`src/rtl/fttoi_pkg.sv`:
```
// Package for the text-to-integer parser: shared types, register indexes,
// reset values and character constants. No dependencies.
package fttoi_pkg;

    // Field widths
    localparam int unsigned CH_W    = 8;
    localparam int unsigned BASE_W  = 6;
    localparam int unsigned MODE_W  = 2;
    localparam int unsigned VALUE_W = 64;
    localparam int unsigned COUNT_W = 16;
    localparam int unsigned CFG_IDX_W  = 3;
    localparam int unsigned CFG_DATA_W = 8;

    // Register indexes on the configuration port
    localparam logic [CFG_IDX_W-1:0] CFG_NUMBER_BASE = 3'd0;
    localparam logic [CFG_IDX_W-1:0] CFG_FILL_CHAR   = 3'd1;
    localparam logic [CFG_IDX_W-1:0] CFG_MINUS_CHAR  = 3'd2;
    localparam logic [CFG_IDX_W-1:0] CFG_PLUS_CHAR   = 3'd3;
    localparam logic [CFG_IDX_W-1:0] CFG_FILL_MODE   = 3'd4;
    localparam logic [CFG_IDX_W-1:0] CFG_LETTER_CASE = 3'd5;

    // Fill modes
    localparam logic [MODE_W-1:0] FILL_BEFORE_SIGN = 2'd0;
    localparam logic [MODE_W-1:0] FILL_AFTER_SIGN  = 2'd1;

    // Letter case modes
    localparam logic [MODE_W-1:0] CASE_UPPER_ONLY = 2'd1;
    localparam logic [MODE_W-1:0] CASE_LOWER_ONLY = 2'd2;

    // Register reset values
    localparam logic [BASE_W-1:0] RST_NUMBER_BASE = 6'd10;
    localparam logic [CH_W-1:0]   RST_FILL_CHAR   = 8'd0;
    localparam logic [CH_W-1:0]   RST_MINUS_CHAR  = 8'd45;
    localparam logic [CH_W-1:0]   RST_PLUS_CHAR   = 8'd0;
    localparam logic [MODE_W-1:0] RST_FILL_MODE   = 2'd0;
    localparam logic [MODE_W-1:0] RST_LETTER_CASE = 2'd0;

    // Radix limits
    localparam logic [BASE_W-1:0] BASE_MIN = 6'd2;
    localparam logic [BASE_W-1:0] BASE_MAX = 6'd36;

    // Character codes and letter offsets
    localparam logic [CH_W-1:0] CHAR_NUL    = 8'h00;
    localparam logic [CH_W-1:0] CHAR_ZERO   = 8'h30;
    localparam logic [CH_W-1:0] CHAR_NINE   = 8'h39;
    localparam logic [CH_W-1:0] CHAR_UP_A   = 8'h41;
    localparam logic [CH_W-1:0] CHAR_UP_Z   = 8'h5A;
    localparam logic [CH_W-1:0] CHAR_LO_A   = 8'h61;
    localparam logic [CH_W-1:0] CHAR_LO_Z   = 8'h7A;
    localparam logic [CH_W-1:0] UPPER_OFS   = 8'd55;
    localparam logic [CH_W-1:0] LOWER_OFS   = 8'd87;

    localparam logic [COUNT_W-1:0] COUNT_MAX = 16'hFFFF;

    // Parser phase
    typedef enum logic [1:0] {
        PH_LEAD   = 2'd0,
        PH_SIGNED = 2'd1,
        PH_DIGITS = 2'd2,
        PH_DONE   = 2'd3
    } t_phase;

    // Classification of one character under the current configuration
    typedef struct packed {
        logic              is_fill;
        logic              is_minus;
        logic              is_plus;
        logic              is_digit;
        logic [BASE_W-1:0] digit;
    } t_char_class;

    // One result beat
    typedef struct packed {
        logic               taken;
        logic               finished;
        logic [VALUE_W-1:0] value;
        logic [COUNT_W-1:0] used_count;
    } t_result;

endpackage

```
`src/rtl/formatted_text_to_integer.sv`:
```
// Top level of the text-to-integer parser: configuration registers, input
// register, output register and stream handshake.
// Depends on fttoi_pkg, fttoi_decode and fttoi_parse.
//
// Usage: characters enter on the s_axis channel, one per beat (tdata = ch,
// tuser = begin_req, set on the first character of a new string). Every input
// beat yields exactly one result beat on m_axis carrying the signed value
// parsed so far, the saturating count of consumed characters and the
// taken/finished flags. The user must write registers on the i_cfg port only
// while the block is idle; the block itself does not enforce this.
// Each character passes through the input register, then the result register.
// Throughput: one character per cycle while the receiver does not stall, set by the
// accumulator loop (one 64x6 multiply and add per cycle).
// Reset clears the parser state, empties both stages and loads the register
// defaults (radix 10, minus sign '-'). When the receiver stalls, the result
// register holds, the input register fills, and s_axis_tready drops until
// m_axis_tready returns; no beat is lost.
module formatted_text_to_integer
    import fttoi_pkg::*;
(
    input  logic                   i_clk,
    input  logic                   i_rst_n,
    // Configuration write port
    input  logic                   i_cfg_wr_en,
    input  logic [CFG_IDX_W-1:0]   i_cfg_index,
    input  logic [CFG_DATA_W-1:0]  i_cfg_wdata,
    // Input characters
    input  logic                   s_axis_tvalid,
    output logic                   s_axis_tready,
    input  logic [7:0]             s_axis_tdata,   // [7:0] ch
    input  logic [0:0]             s_axis_tuser,   // [0] begin_req
    // Results
    output logic                   m_axis_tvalid,
    input  logic                   m_axis_tready,
    output logic [79:0]            m_axis_tdata,   // [63:0] value, [79:64] used_count
    output logic [1:0]             m_axis_tuser    // [0] taken, [1] finished
);

    // Configuration registers
    logic [BASE_W-1:0] r_number_base;
    logic [CH_W-1:0]   r_fill_char;
    logic [CH_W-1:0]   r_minus_char;
    logic [CH_W-1:0]   r_plus_char;
    logic [MODE_W-1:0] r_fill_mode;
    logic [MODE_W-1:0] r_letter_case;

    // Input stage
    logic              r_in_valid;
    logic              r_in_begin;
    t_char_class       r_in_class;

    // Output stage
    logic              r_out_valid;
    t_result           r_out;

    logic              w_advance;
    logic [BASE_W-1:0] w_eff_base;
    t_char_class       w_class;
    t_result           w_result;

    // Register writes
    always_ff @(posedge i_clk) begin
        if (!i_rst_n) begin
            r_number_base <= RST_NUMBER_BASE;
            r_fill_char   <= RST_FILL_CHAR;
            r_minus_char  <= RST_MINUS_CHAR;
            r_plus_char   <= RST_PLUS_CHAR;
            r_fill_mode   <= RST_FILL_MODE;
            r_letter_case <= RST_LETTER_CASE;
        end else if (i_cfg_wr_en) begin
            case (i_cfg_index)
                CFG_NUMBER_BASE: r_number_base <= i_cfg_wdata[BASE_W-1:0];
                CFG_FILL_CHAR:   r_fill_char   <= i_cfg_wdata[CH_W-1:0];
                CFG_MINUS_CHAR:  r_minus_char  <= i_cfg_wdata[CH_W-1:0];
                CFG_PLUS_CHAR:   r_plus_char   <= i_cfg_wdata[CH_W-1:0];
                CFG_FILL_MODE:   r_fill_mode   <= i_cfg_wdata[MODE_W-1:0];
                CFG_LETTER_CASE: r_letter_case <= i_cfg_wdata[MODE_W-1:0];
                default: ;
            endcase
        end
    end

    // Classify the incoming character ahead of the input register
    fttoi_decode u_decode (
        .i_ch          (s_axis_tdata),
        .i_number_base (r_number_base),
        .i_fill_char   (r_fill_char),
        .i_minus_char  (r_minus_char),
        .i_plus_char   (r_plus_char),
        .i_letter_case (r_letter_case),
        .o_eff_base    (w_eff_base),
        .o_class       (w_class)
    );

    // Handshake: the input stage moves on when the result register is free
    assign w_advance     = r_in_valid && (!r_out_valid || m_axis_tready);
    assign s_axis_tready = !r_in_valid || w_advance;

    // Input register
    always_ff @(posedge i_clk) begin
        if (!i_rst_n) begin
            r_in_valid <= 1'b0;
        end else if (s_axis_tready) begin
            r_in_valid <= s_axis_tvalid;
        end
    end

    always_ff @(posedge i_clk) begin
        if (s_axis_tready && s_axis_tvalid) begin
            r_in_begin <= s_axis_tuser[0];
            r_in_class <= w_class;
        end
    end

    // Parser state and next result
    fttoi_parse u_parse (
        .i_clk       (i_clk),
        .i_rst_n     (i_rst_n),
        .i_advance   (w_advance),
        .i_begin     (r_in_begin),
        .i_class     (r_in_class),
        .i_eff_base  (w_eff_base),
        .i_fill_mode (r_fill_mode),
        .o_result    (w_result)
    );

    // Result register
    always_ff @(posedge i_clk) begin
        if (!i_rst_n) begin
            r_out_valid <= 1'b0;
        end else if (w_advance) begin
            r_out_valid <= 1'b1;
        end else if (m_axis_tready) begin
            r_out_valid <= 1'b0;
        end
    end

    always_ff @(posedge i_clk) begin
        if (w_advance) begin
            r_out <= w_result;
        end
    end

    assign m_axis_tvalid = r_out_valid;
    assign m_axis_tdata  = {r_out.used_count, r_out.value};
    assign m_axis_tuser  = {r_out.finished, r_out.taken};

    // A character that stops the parse is never counted as taken
    a_taken_not_finished: assert property (@(posedge i_clk) disable iff (!i_rst_n)
        r_out_valid |-> !(r_out.taken && r_out.finished))
        else $error("result both taken and finished");

    // A waiting input beat holds its class while the result side stalls
    a_in_hold: assert property (@(posedge i_clk) disable iff (!i_rst_n)
        (r_in_valid && !w_advance) |=> (r_in_valid && $stable(r_in_class)))
        else $error("input stage lost a stalled beat");

    // A stalled result stays put until taken
    a_out_hold: assert property (@(posedge i_clk) disable iff (!i_rst_n)
        (r_out_valid && !m_axis_tready) |=> (r_out_valid && $stable(r_out)))
        else $error("result register changed under stall");

    // Both stages empty after reset
    a_reset_empty: assert property (@(posedge i_clk)
        !i_rst_n |=> (!r_out_valid && !r_in_valid))
        else $error("pipeline not empty after reset");

endmodule

```
`src/rtl/fttoi_decode.sv`:
```
// Character classifier: fill, sign and digit detection plus radix clamp.
// Depends on fttoi_pkg.
module fttoi_decode
    import fttoi_pkg::*;
(
    input  logic [CH_W-1:0]   i_ch,
    input  logic [BASE_W-1:0] i_number_base,
    input  logic [CH_W-1:0]   i_fill_char,
    input  logic [CH_W-1:0]   i_minus_char,
    input  logic [CH_W-1:0]   i_plus_char,
    input  logic [MODE_W-1:0] i_letter_case,
    output logic [BASE_W-1:0] o_eff_base,
    output t_char_class       o_class
);

    logic [BASE_W-1:0] w_base;
    logic [CH_W-1:0]   w_raw;
    logic              w_num;
    logic              w_up_ok;
    logic              w_lo_ok;

    // Radix clamped to 2..36
    always_comb begin
        priority if (i_number_base < BASE_MIN) begin
            w_base = BASE_MIN;
        end else if (i_number_base > BASE_MAX) begin
            w_base = BASE_MAX;
        end else begin
            w_base = i_number_base;
        end
    end

    // Raw digit value from decimal digits and letters
    always_comb begin
        w_up_ok = (i_letter_case != CASE_LOWER_ONLY);
        w_lo_ok = (i_letter_case != CASE_UPPER_ONLY);
        priority if (i_ch >= CHAR_ZERO && i_ch <= CHAR_NINE) begin
            w_raw = i_ch - CHAR_ZERO;
            w_num = 1'b1;
        end else if (w_up_ok && i_ch >= CHAR_UP_A && i_ch <= CHAR_UP_Z) begin
            w_raw = i_ch - UPPER_OFS;
            w_num = 1'b1;
        end else if (w_lo_ok && i_ch >= CHAR_LO_A && i_ch <= CHAR_LO_Z) begin
            w_raw = i_ch - LOWER_OFS;
            w_num = 1'b1;
        end else begin
            w_raw = '0;
            w_num = 1'b0;
        end
    end

    // Digit must lie below the radix; raw values stay under 36
    always_comb begin
        o_class.digit    = w_raw[BASE_W-1:0];
        o_class.is_digit = w_num && (w_raw[BASE_W-1:0] < w_base);
        o_class.is_fill  = (i_fill_char  != CHAR_NUL) && (i_ch == i_fill_char);
        o_class.is_minus = (i_minus_char != CHAR_NUL) && (i_ch == i_minus_char);
        o_class.is_plus  = (i_plus_char  != CHAR_NUL) && (i_ch == i_plus_char);
    end

    assign o_eff_base = w_base;

endmodule

```
`src/rtl/fttoi_parse.sv`:
```
// Parser state (phase, signed accumulator, sign, count) and next-result logic.
// Depends on fttoi_pkg.
module fttoi_parse
    import fttoi_pkg::*;
(
    input  logic              i_clk,
    input  logic              i_rst_n,
    input  logic              i_advance,
    input  logic              i_begin,
    input  t_char_class       i_class,
    input  logic [BASE_W-1:0] i_eff_base,
    input  logic [MODE_W-1:0] i_fill_mode,
    output t_result           o_result
);

    t_phase             r_phase, n_phase;
    logic [VALUE_W-1:0] r_acc, n_acc;
    logic               r_neg, n_neg;
    logic [COUNT_W-1:0] r_count, n_count;

    logic               w_take;
    logic [VALUE_W-1:0] w_prod;

    // Accumulator holds the signed value directly: acc*base +/- digit
    assign w_prod = (i_begin ? '0 : r_acc) * {{(VALUE_W-BASE_W){1'b0}}, i_eff_base};

    // Phase walk for one character
    always_comb begin
        n_phase = i_begin ? PH_LEAD : r_phase;
        n_acc   = i_begin ? '0      : r_acc;
        n_neg   = i_begin ? 1'b0    : r_neg;
        n_count = i_begin ? '0      : r_count;
        w_take  = 1'b0;

        if (n_phase == PH_LEAD) begin
            priority if (i_class.is_fill && i_fill_mode == FILL_BEFORE_SIGN) begin
                w_take = 1'b1;
            end else if (i_class.is_minus) begin
                n_neg   = 1'b1;
                n_phase = PH_SIGNED;
                w_take  = 1'b1;
            end else if (i_class.is_plus) begin
                n_phase = PH_SIGNED;
                w_take  = 1'b1;
            end else begin
                n_phase = PH_SIGNED;
            end
        end
        if (!w_take && n_phase == PH_SIGNED) begin
            if (i_class.is_fill && i_fill_mode == FILL_AFTER_SIGN) begin
                w_take = 1'b1;
            end else begin
                n_phase = PH_DIGITS;
            end
        end
        if (!w_take && n_phase == PH_DIGITS) begin
            if (i_class.is_digit) begin
                if (n_neg) begin
                    n_acc = w_prod - {{(VALUE_W-BASE_W){1'b0}}, i_class.digit};
                end else begin
                    n_acc = w_prod + {{(VALUE_W-BASE_W){1'b0}}, i_class.digit};
                end
                w_take = 1'b1;
            end else begin
                n_phase = PH_DONE;
            end
        end

        // Saturating count of consumed characters
        if (w_take && n_count != COUNT_MAX) begin
            n_count = n_count + 1'b1;
        end
    end

    // Result for this beat
    always_comb begin
        o_result.taken      = w_take;
        o_result.finished   = (n_phase == PH_DONE);
        o_result.value      = n_acc;
        o_result.used_count = n_count;
    end

    // State registers
    always_ff @(posedge i_clk) begin
        if (!i_rst_n) begin
            r_phase <= PH_LEAD;
            r_acc   <= '0;
            r_neg   <= 1'b0;
            r_count <= '0;
        end else if (i_advance) begin
            r_phase <= n_phase;
            r_acc   <= n_acc;
            r_neg   <= n_neg;
            r_count <= n_count;
        end
    end

endmodule

```
`config.mk`:
```
export PLATFORM = sky130hd
export DESIGN_NAME = formatted_text_to_integer
export DESIGN_NICKNAME = d
export VERILOG_FILES = /design/src/rtl/fttoi_pkg.sv /design/src/rtl/formatted_text_to_integer.sv /design/src/rtl/fttoi_decode.sv /design/src/rtl/fttoi_parse.sv
export SDC_FILE = /design/constraint.sdc
export NUM_CORES = 1
export LEC_CHECK = 0
export BUFFER_PORTS_ARGS = -buffer_cell sky130_fd_sc_hd__buf_4
export CORE_ASPECT_RATIO = 0.6
export CORE_MARGIN = 1
export CORE_UTILIZATION = 30
export DETAILED_ROUTE_END_ITERATION = 6
export PLACE_DENSITY = 0.51
export SLEW_MARGIN = 5
export SYNTH_ARGS = -nofsm -noshare
export SYNTH_HDL_FRONTEND = slang
export SYNTH_HIERARCHICAL = 1
export SYNTH_SLANG_ARGS = --single-unit
```
`constraint.sdc`:
```
create_clock -name i_clk -period 10.1 [get_ports i_clk]
set_input_delay 1.515 -clock i_clk [delete_from_list [all_inputs] [get_ports i_clk]]
set_output_delay 1.515 -clock i_clk [all_outputs]
set_load 0.01 [all_outputs]
```
Yosys cells after proc, flatten, opt, wreduce, memory -nomap -nowiden
Cells that the tools add are included.

cells by class
  multiply operators = 1
  muxes and demuxes = 35
  order comparisons = 9
  reductions and logical operators = 35
  add/subtract/negate cells = 6
  equal/unequal tests = 15

operators with widths
  operator                 number
  $mux W64                 4
  $add A64 B6 Y64          1
  $mul A64 B6 Y64          1
  $sub A64 B6 Y64          1
  $mux W16                 2
  $mux W6                  5
  $eq A8 B8 Y1             3
  $reduce_bool A8 Y1       3
  $mux W1                  17
  $add A16 B1 Y16 const B  1
  $ge A8 B7 Y1 const B     2
  $le A8 B7 Y1 const B     2
  $logic_and A1 B1 Y1      16
  $ne A16 B16 Y1 const B   1
  $mux W2                  7
  $reduce_and A2 Y1        6
  $sub A6 B6 Y6 const B    2
  $ge A8 B6 Y1 const B     1
  $le A8 B6 Y1 const B     1
  $eq A3 B2 Y1 const B     2
  $eq A3 B3 Y1 const B     2
  $gt A6 B6 Y1 const B     1
  $lt A6 B2 Y1 const B     1
  $lt A6 B6 Y1             1
  other kinds (11)         18

word-level totals
  register bits = 212
  input port bits = 25
  output and inout bits = 84

Longest topological paths before layout
Gate-level depths: netlist of the first run.

  depth after elaboration = 12
  mapped depth = 36

Modules after synthesis
Netlist of the first run, hierarchy kept.

by module, submodules not included
  module                     area an instance (um^2)  seq. area each (um^2)  cells an instance  times used
  fttoi_parse                20039.2                  1661.6                 2580               1
  formatted_text_to_integer  4226.6                   3513.4                 232                1
  fttoi_decode               957.2                    0.0                    134                1

Worst setup path after synthesis of the first run
No wires, ideal clock.

  path type = reg-to-reg
  from = reg r_in_begin
  to = reg r_out (netlist bit m_axis_tdata[60]) (data pin)
  stages on the path, launching flop included = 34
  path slack = 2.278 ns
  period minus slack after synthesis = 7.822 ns
  setup time = 0.158 ns
  data arrival time = 7.665 ns
  cell sequence = edfxtp_1 -> clkbuf_1 -> buf_1 -> clkbuf_1 -> clkbuf_1 -> nor2b_1 -> and2_1 -> fa_1 -> fa_1 -> inv_1 -> fa_1 -> inv_1 -> ha_1 -> a221oi_1 -> o21ai_1 -> o211ai_1 -> nand2b_1 -> nor2_1 -> o211ai_1 -> a31oi_1 -> o21ai_0 -> a21boi_0 -> xnor2_1 -> ha_1 -> clkbuf_1 -> a21o_1 -> a31oi_1 -> o21ai_0 -> a221o_1 -> a221o_1 -> o21ai_0 -> nand3_1 -> mux2_1 -> o211ai_1

RTL lines
  what                    line                              source
  start, declared         formatted_text_to_integer.sv:49   logic r_in_begin;
  start signal, assigned  formatted_text_to_integer.sv:110  r_in_begin <= s_axis_tuser[0];
  end signal, assigned    formatted_text_to_integer.sv:140  r_out <= w_result;
  end, declared           formatted_text_to_integer.sv:54   t_result r_out;

==> results of run 1 <==
==> per-stage QoR <==
step           worst slack, ps  power (mW)  util (%)  cell area, sq um
2_1_floorplan             2280        1.36         -             25200
3_3_place_gp              1130        1.59      33.0             27200
3_5_place_dp              1160        1.59      33.0             27200
4_1_cts                   1090        2.62      34.1             28100
5_1_grt                    434        2.71      34.1             28100
6_report                   920        2.60      34.1             28100
==> path summary, 6_finish.rpt <==
path                                       start                to  slack, ps
worst max-delay path            r_number_base[5]  m_axis_tdata[59]        920
worst min-delay path            r_number_base[0]  r_number_base[0]        460
worst max register to register  r_number_base[5]  m_axis_tdata[59]        920
worst min register to register  r_number_base[0]  r_number_base[0]        460
==> worst max-delay path, cell delays in order, from the launching register on <==
cell and delay [ps]:
dfxtp_1 600, nor2b_4 680, buf_4 360, and2_1 190
fa_1 430, fa_1 550, inv_1 50, fa_1 520
inv_1 40, ha_1 440, nand4_1 190, or4b_1 590
a31oi_1 440, o21ai_1 200, o31ai_1 400, a21boi_0 200
xnor2_1 180, ha_1 430, nand3_1 170, o21ai_0 190
o221a_2 240, nor3_1 50, a31oi_1 570, a211oi_1 170
nor2_1 310, a41oi_1 200, xnor2_1 210, mux2_2 300
==> registers in the layout, indices dropped and copies added, names as in the netlist <==
name,count
m_axis_tdata,80
m_axis_tuser,2
m_axis_tvalid,1
r_fill_char,8
r_fill_mode,2
r_in_begin,1
r_in_class,10
r_in_valid,1
r_letter_case,2
r_minus_char,8
r_number_base,6
r_plus_char,8
u_parse/r_acc,64
u_parse/r_count,16
u_parse/r_neg,1
u_parse/r_phase,2
==> power by group through the flow <==
stage	registers (mW)	logic (mW)	clock network [mW]
finish	0.958	0.626	1.01
detailed placement	0.977	0.611	0
floorplan	0.978	0.383	0
global route	0.962	0.677	1.07
global placement	0.977	0.616	0
CTS	0.958	0.615	1.04
==> cells by family after synthesis <==
| group | after synthesis | synth area share, % |
|---|---|---|
| mux | 84 | 3.46 |
| fa+ha+maj | 382 | 26.0 |
| buf+inv | 458 | 6.97 |
| compound gates | 588 | 15.7 |
| simple gates | 1059 | 21.6 |
| flops | 212 | 20.5 |
| xor+xnor | 163 | 5.66 |
==> per-layer routing <==
layer / up-vias / part of all wire, % / global-route usage [%]
li1: 9921 / - / -
met1: 10300 / 54 / 33.0
met2: 703 / 35 / 25.2
met3: 57 / 9.0 / 4.76
met4: 0 / 1.2 / 2.52
met5: - / 0 / 0
==> layout by cell type (no fill, tap or decap), drive strengths merged, types with 11 or more instances in the layout <==
cell type | Yosys | final
nand2b | 30 | 30
nand4 | 26 | 26
clkbuf | 115 | 36
and3 | 31 | 31
buf | 25 | 140
nor2 | 138 | 138
a22o | 11 | 11
inv | 318 | 318
mux2 | 26 | 26
nor3 | 31 | 31
o21bai | 20 | 20
o21ai | 121 | 121
a21oi | 157 | 157
o211ai | 18 | 18
nor2b | 100 | 100
nand3 | 35 | 35
mux2i | 58 | 58
a31oi | 22 | 22
o31ai | 17 | 17
nand2 | 345 | 345
xor2 | 43 | 43
dfxtp | 119 | 119
o21a | 18 | 18
fa | 238 | 238
xnor2 | 120 | 120
edfxtp | 93 | 93
ha | 144 | 144
a21o | 97 | 97
a211oi | 19 | 19
and2 | 271 | 271
==> layout make-up <==
| class | instances | area, sq um |
|---|---|---|
| sequential | 212 | 5170 |
| timing repair buffer | 140 | 1060 |
| fill | 8694 | 54200 |
| clock inverter | 12 | 138 |
| multi-input combinational | 2276 | 18400 |
| tap | 1120 | 1400 |
| antenna | 1 | 2.50 |
| inverter | 318 | 1190 |
| clock buffer | 36 | 729 |
==> Yosys cell counts, types with 17 or more instances <==
cell type	count	area [sq um]
nand2_1	345	1290
inv_1	317	1190
mux2i_1	58	581
nand3_1	34	170
nor3_1	31	155
ha_1	144	1800
edfxtp_1	93	2790
a21oi_1	155	776
a31oi_1	22	138
mux2_2	24	270
o21a_1	18	135
xnor2_1	120	1050
o21ai_0	108	541
a211oi_1	17	128
xor2_1	43	377
and2_1	270	1690
nor2b_1	100	626
o21bai_1	19	143
fa_1	238	4760
a21o_1	97	728
and3_1	29	181
clkbuf_1	112	420
nor2_1	138	518
nand2b_1	30	188
nand4_1	26	163
dfxtp_1	119	2380
==> summary.md, run 1 <==
| Metric | Value |
|---|---|
| Post-Syn Area | `~25000 sq um` |
| DRT Pass-1 Iters | `5` |
| Sequential area share after synthesis | `~21%` |
| Worst Max-Slew Pin Slew | `roughly 1200 ps` |
| Ys async rst share | `0%` |
| WL per Instance | `about 20 microns` |
| Post-route ant nets | `0` |
| Flops & latches, synth | `approximately 210` |
| GR Overflow Total | `0` |
| TritonCTS buffer count | `26` |
| RSZ-0062 raised after global routing | `false` |
| Die W | `376 microns` |
| Largest net degree at the start of global routing | `about 110` |
| Max cap viols | `0` |
| Layout Nets | `between 3000 and 4000` |
| FP Rows | `81` |
| Initial DRC Count | `2153` |
| Top FF cell, synth | `dfxtp_1` |
| Bufs on Longest Clock Path | `3` |
| DRC | `0` |
| Sw Ratio | `about a third` |
| Cts hold-fix bufs | `0` |
| Skew-Pair Late Insertion Delay | `620 ps` |
| Max Clk Rate | `approximately 110 MHz` |
| Sink Count | `approximately 210` |
| Clock network fraction of total power | `between 30% and 40%` |
| H-tree levels | `1` |
| Mapped Nets | `about 3400` |
| Vias per cell | `a little over 5` |
| Synth unique cells | `97` |
| Rel. slew slack | `between 10% and 20%` |
| Gp weighted congestion | `0.927` |
| Worst Reg2Reg Path Length in Cells | `27` |
| Die Ht | `approximately 230 microns` |
| Core area | `just over 80000 sq um` |
| Max-slew violations | `0` |
| Worst setup SP type | `flop` |
| Mean post-synth cell area | `~8.6 sq um` |
| Outcome | `complete, no violations` |
| Critical Path RT | `~10000 ps` |
| Total vias in the final route | `roughly 21000` |
| CP Capture Type | `flop` |
| CTS clock-pin slew for the worst setup and hold paths | `around 70 ps` |
| Crit path arrival time | `9530 ps` |
| Setup TNS | `0 ps` |
| CTS tree | `yes` |
| Leakage | `roughly 13 nW` |
| Critical Path Fanout Max | `18` |
| Smallest hold slack | `463 ps` |
| Number of global-route vias before repair | `20400` |
| Final min period | `about 9200 ps` |
| Synth-to-Final Area Change | `11.3%` |
| Port bufs | `~110` |
| Yosys warnings | `6` |
| Post-synth EDFFs | `between 90 and 100` |
| Worst Hold Depth | `2` |
| Switch Pwr | `between 800 and 900 uW` |
| Clk_skew | `around 26 ps` |
| Setup CP Type | `reg -> reg` |
| Reg power frac | `a little under two fifths` |
| Internal Power | `1.70 mW` |
| Post-route clock period utilization | `90.9%` |
| Mapped Cells | `2946` |
| Placed Instances | `4066` |
| Post-layout instance count excluding filler cells | `4115` |
| Final HPWL DP | `around 64000 microns` |
| Final wirelength | `about 84000 microns` |
| Total track usage | `19.9%` |
| Final setup viols | `0` |
| Starting Density | `a little under a third` |
| CTS Root Cell | `clkbuf_16` |
| First-pass GRT wire length | `about 130000 microns` |
| Fraction of layout cells with a size suffix above 1 | `between 8 and 9%` |
| Initial antenna violation count | `3` |
| Min-delay worst type | `reg -> reg` |
| # Post-CTS Setup Buffers | `0` |
| # IOs | `109` |
| Endpoints failing hold | `0` |
| Pwr dens | `about 93 nW/um^2` |
| VDD IR max | `0.169 mV` |
| Gate power share | `roughly a quarter` |
| Die area | `approximately 85000 sq um` |
| CTS resizes | `0` |
Note: power is estimated with default switching activity, not from simulation.
==> run 2: changes to the inputs <==
Settings changed: SYNTH_HIERARCHICAL 1 to not set.
==> summary.md, run 2 <==
| Metric | Value |
|---|---|
| Sink Count | `212 (unchanged)` |
| Ranking of synthesized cells by area | `fa_1 (20%), edfxtp_1 (12%), dfxtp_1 (9.9%)` |
| Layout Nets | `3435 (+1.6%)` |
| Largest area contributor in the netlist | `fa_1` |
| Skew-Pair Late Insertion Delay | `610 ps (about the same)` |
| Max Clk Rate | `106 MHz (-2.4%)` |
| Critical Path Fanout Max | `23 (+5)` |
| # IOs | `109 (unchanged)` |
| Post-layout instance count excluding filler cells | `4113 (-0.049%)` |
| Post-synthesis mux area share | `1.06% (-2.4 points)` |
| Placed Instances | `4065 (-0.025%)` |
| Die Ht | `222 microns (-2.2%)` |
| Post-synth EDFFs | `93 (unchanged)` |
| WL per Instance | `19.2 microns (-6.2%)` |
| Gp weighted congestion | `0.895 (-3.5%)` |
| Initial antenna violation count | `2 (-1)` |
| Final min period | `9400 ps (+221 ps)` |
| Vias per cell | `5.14 (+1.0%)` |
| Final Power | `2.62 mW (+1.1%)` |
| VDD IR max | `0.130 mV (-23%)` |
| Crit path arrival time | `9620 ps (+90 ps)` |
| Max cap viols | `0 (unchanged)` |
| Synth-to-Final Area Change | `11.5%` |
| Fraction of layout cells with a size suffix above 1 | `8.04% (-0.51 points)` |
| Rel. slew slack | `17.4% (-2.4 points)` |
| Clk_skew | `21.9 ps (-4.27 ps)` |
| DRC | `0 (unchanged)` |
| Commonest non-fill, non-tap cell in the layout | `nand2_1` |
| Leakage | `12.2 nW (-3.8%)` |
| Pwr dens | `97.6 nW/um^2 (+5.4%)` |
| Worst setup SP type | `flop` |
| Mapped Cells | `3008 (+2.1%)` |
| # Post-CTS Setup Buffers | `0 (unchanged)` |
| Post-Synth Adder-Cell Area | `27.3% (+1.2 points)` |
| N_diodes | `0 (-1)` |
| RSZ-0062 raised after global routing | `false` |
| Total track usage | `19.4% (-0.44 points)` |
| Die area | `81600 sq um (-4.3%)` |
| Total vias in the final route | `21100 (+0.98%)` |
| Sequential area share after synthesis | `21.4% (+0.93 points)` |
| Final setup viols | `0 (unchanged)` |
| GR Overflow Total | `0 (unchanged)` |
| Critical Path RT | `10320 ps (-130 ps)` |
| Min-delay worst type | `reg -> reg` |
| Worst Max-Slew Pin Slew | `1230 ps (+29.2 ps)` |
| Yosys top cell area share | `19.7% (+0.86 points)` |
| CTS Root Cell | `clkbuf_16` |
| Bufs on Longest Clock Path | `3 (unchanged)` |
| Synth unique cells | `82 (-15%)` |
| Number of global-route vias before repair | `20300 (-0.67%)` |
| Most frequent cells in the layout | `nand2_1 (452), inv_1 (338), nor2_1 (325)` |
| FP Rows | `80 (-1.2%)` |
| Post-synth top cells | `nand2_1 (452), inv_1 (340), nor2_1 (325)` |
| Port bufs | `108 (unchanged)` |
| Cts hold-fix bufs | `0 (unchanged)` |
| Post-Synth XOR/XNOR Area | `5.66% (about the same)` |
| Max reg flops | `80 (unchanged)` |
| Final HPWL DP | `61000 microns (-4.5%)` |
| Slowest-stage cell, CP | `o21ai_1` |
| Starting Density | `30.3% (-0.33 points)` |
| CTS clock-pin slew for the worst setup and hold paths | `70 ps (about the same)` |
| Mean post-synth cell area | `8.02 sq um (-6.3%)` |
| Yosys warnings | `0 (-6)` |
| CTS resizes | `0 (unchanged)` |
| Post-route clock period utilization | `93.1% (+2.2 points)` |
| CTS tree | `yes` |
| Post-route ant nets | `0 (unchanged)` |
| TritonCTS buffer count | `26 (unchanged)` |
| Flops & latches, synth | `212 (unchanged)` |
| First-pass GRT wire length | `124000 microns (-4.4%)` |
| Mapped Nets | `3416 (+1.9%)` |
| Simple-Gate Fraction of Synth Area | `20.0% (-1.6 points)` |
| Final wirelength | `79100 microns (-6.2%)` |
| Ys async rst share | `0% (unchanged)` |
| Outcome | `complete, no violations` |
| Synth Area in Compound Gates | `16.8% (+1.1 points)` |
| CP max stage delay | `960 ps (+280 ps)` |
| CP Capture Type | `flop` |
| Fillers | `8461 (-2.7%)` |
| DRT Pass-1 Iters | `7 (+2)` |
| Max-slew violations | `0 (unchanged)` |
| Endpoints failing hold | `0 (unchanged)` |
| Largest net degree at the start of global routing | `64 (-40%)` |
| Setup TNS | `0 ps (unchanged)` |
| Count leader, synth | `nand2_1` |
| Core area | `79600 sq um (-3.3%)` |
| Post-Syn Area | `24100 sq um (-4.3%)` |
| Setup CP Type | `reg -> reg` |
| Top FF cell, synth | `dfxtp_1` |
| Initial DRC Count | `1903 (-12%)` |
| Largest family of logic cells by synthesized area | `adder cells` |
| H-tree levels | `1 (unchanged)` |
| Die W | `368 microns (-2.2%)` |
## run 2: cell types whose count changed after synthesis, moves of 34 or more
cell     delta
and2_1    -249
nor2_1    +187
nand2_1   +107
a21oi_1    +81
nor2b_1    -53
mux2i_1    -38
and3_1     +37
xnor2_1    -35
a21o_1     -34
## run 2: power breakdown
group          internal (mW)  leakage (nW)  switching (mW)  total, mW
Combinational          0.197          9.92           0.416      0.613
Clock                  0.602         0.439           0.448       1.05
Sequential             0.935          1.86          0.0264      0.962
## run 2: kinds of logic after synthesis
| logic type | count (synthesis) |
|---|---|
| AOI/OAI and AO/OA | 650 |
| xor gates and xnor gates | 156 |
| DFF | 212 |
| and+or+nand+nor | 1090 |
| buffers and inverters | 492 |
| adders and majority gates | 383 |
| muxes | 25 |
## run 2: layer usage
metal | track usage [%] | vias to the layer above | share of wire (%)
li1 | - | 10000 | -
met1 | 32.5 | 10400 | 54
met2 | 25.8 | 694 | 37
met3 | 2.99 | 60 | 7.7
met4 | 2.40 | 0 | 1.2
met5 | 0 | - | 0
## run 2: path summary, 6_finish.rpt
kind	start	end	slack [ps]	depth (start not counted)
max	r_number_base[3]	m_axis_tdata[39]	700	29
min	u_parse.r_acc[7]	u_parse.r_acc[7]	470	2
max reg2reg	r_number_base[3]	m_axis_tdata[39]	700	29
min reg2reg	u_parse.r_acc[7]	u_parse.r_acc[7]	470	2
## run 2: layout make-up
type	instances	area [sq um]	share of cell area, %
Sequential cell	212	5180	19.2
Clock buffer	27	654	2.43
Timing Repair Buffer	139	1040	3.88
Tap cell	1066	1330	4.96
Clock inverter	21	255	0.949
Inverter	344	1300	4.83
Multi-Input combinational cell	2304	17100	63.7
## run 2: critical path: cells and delay by family (launching register included)
family / cells / cell delay (ps)
simple gates: 13 / 2910
compound gates: 5 / 2390
fa+ha+maj: 5 / 2290
buf+inv: 3 / 530
flops: 1 / 340
xor+xnor: 2 / 280
mux: 1 / 260
## run 2: per-stage QoR
stage	hold WS [ps]	utilization (%)	instance area (sq um)	worst slack, ps
finish	472	33.8	26900	699
global placement	460	32.7	26000	1170
global route	491	33.8	26900	364
CTS	475	33.8	26900	1070
floorplan	445	-	24100	2230
detailed placement	465	32.7	26000	1120
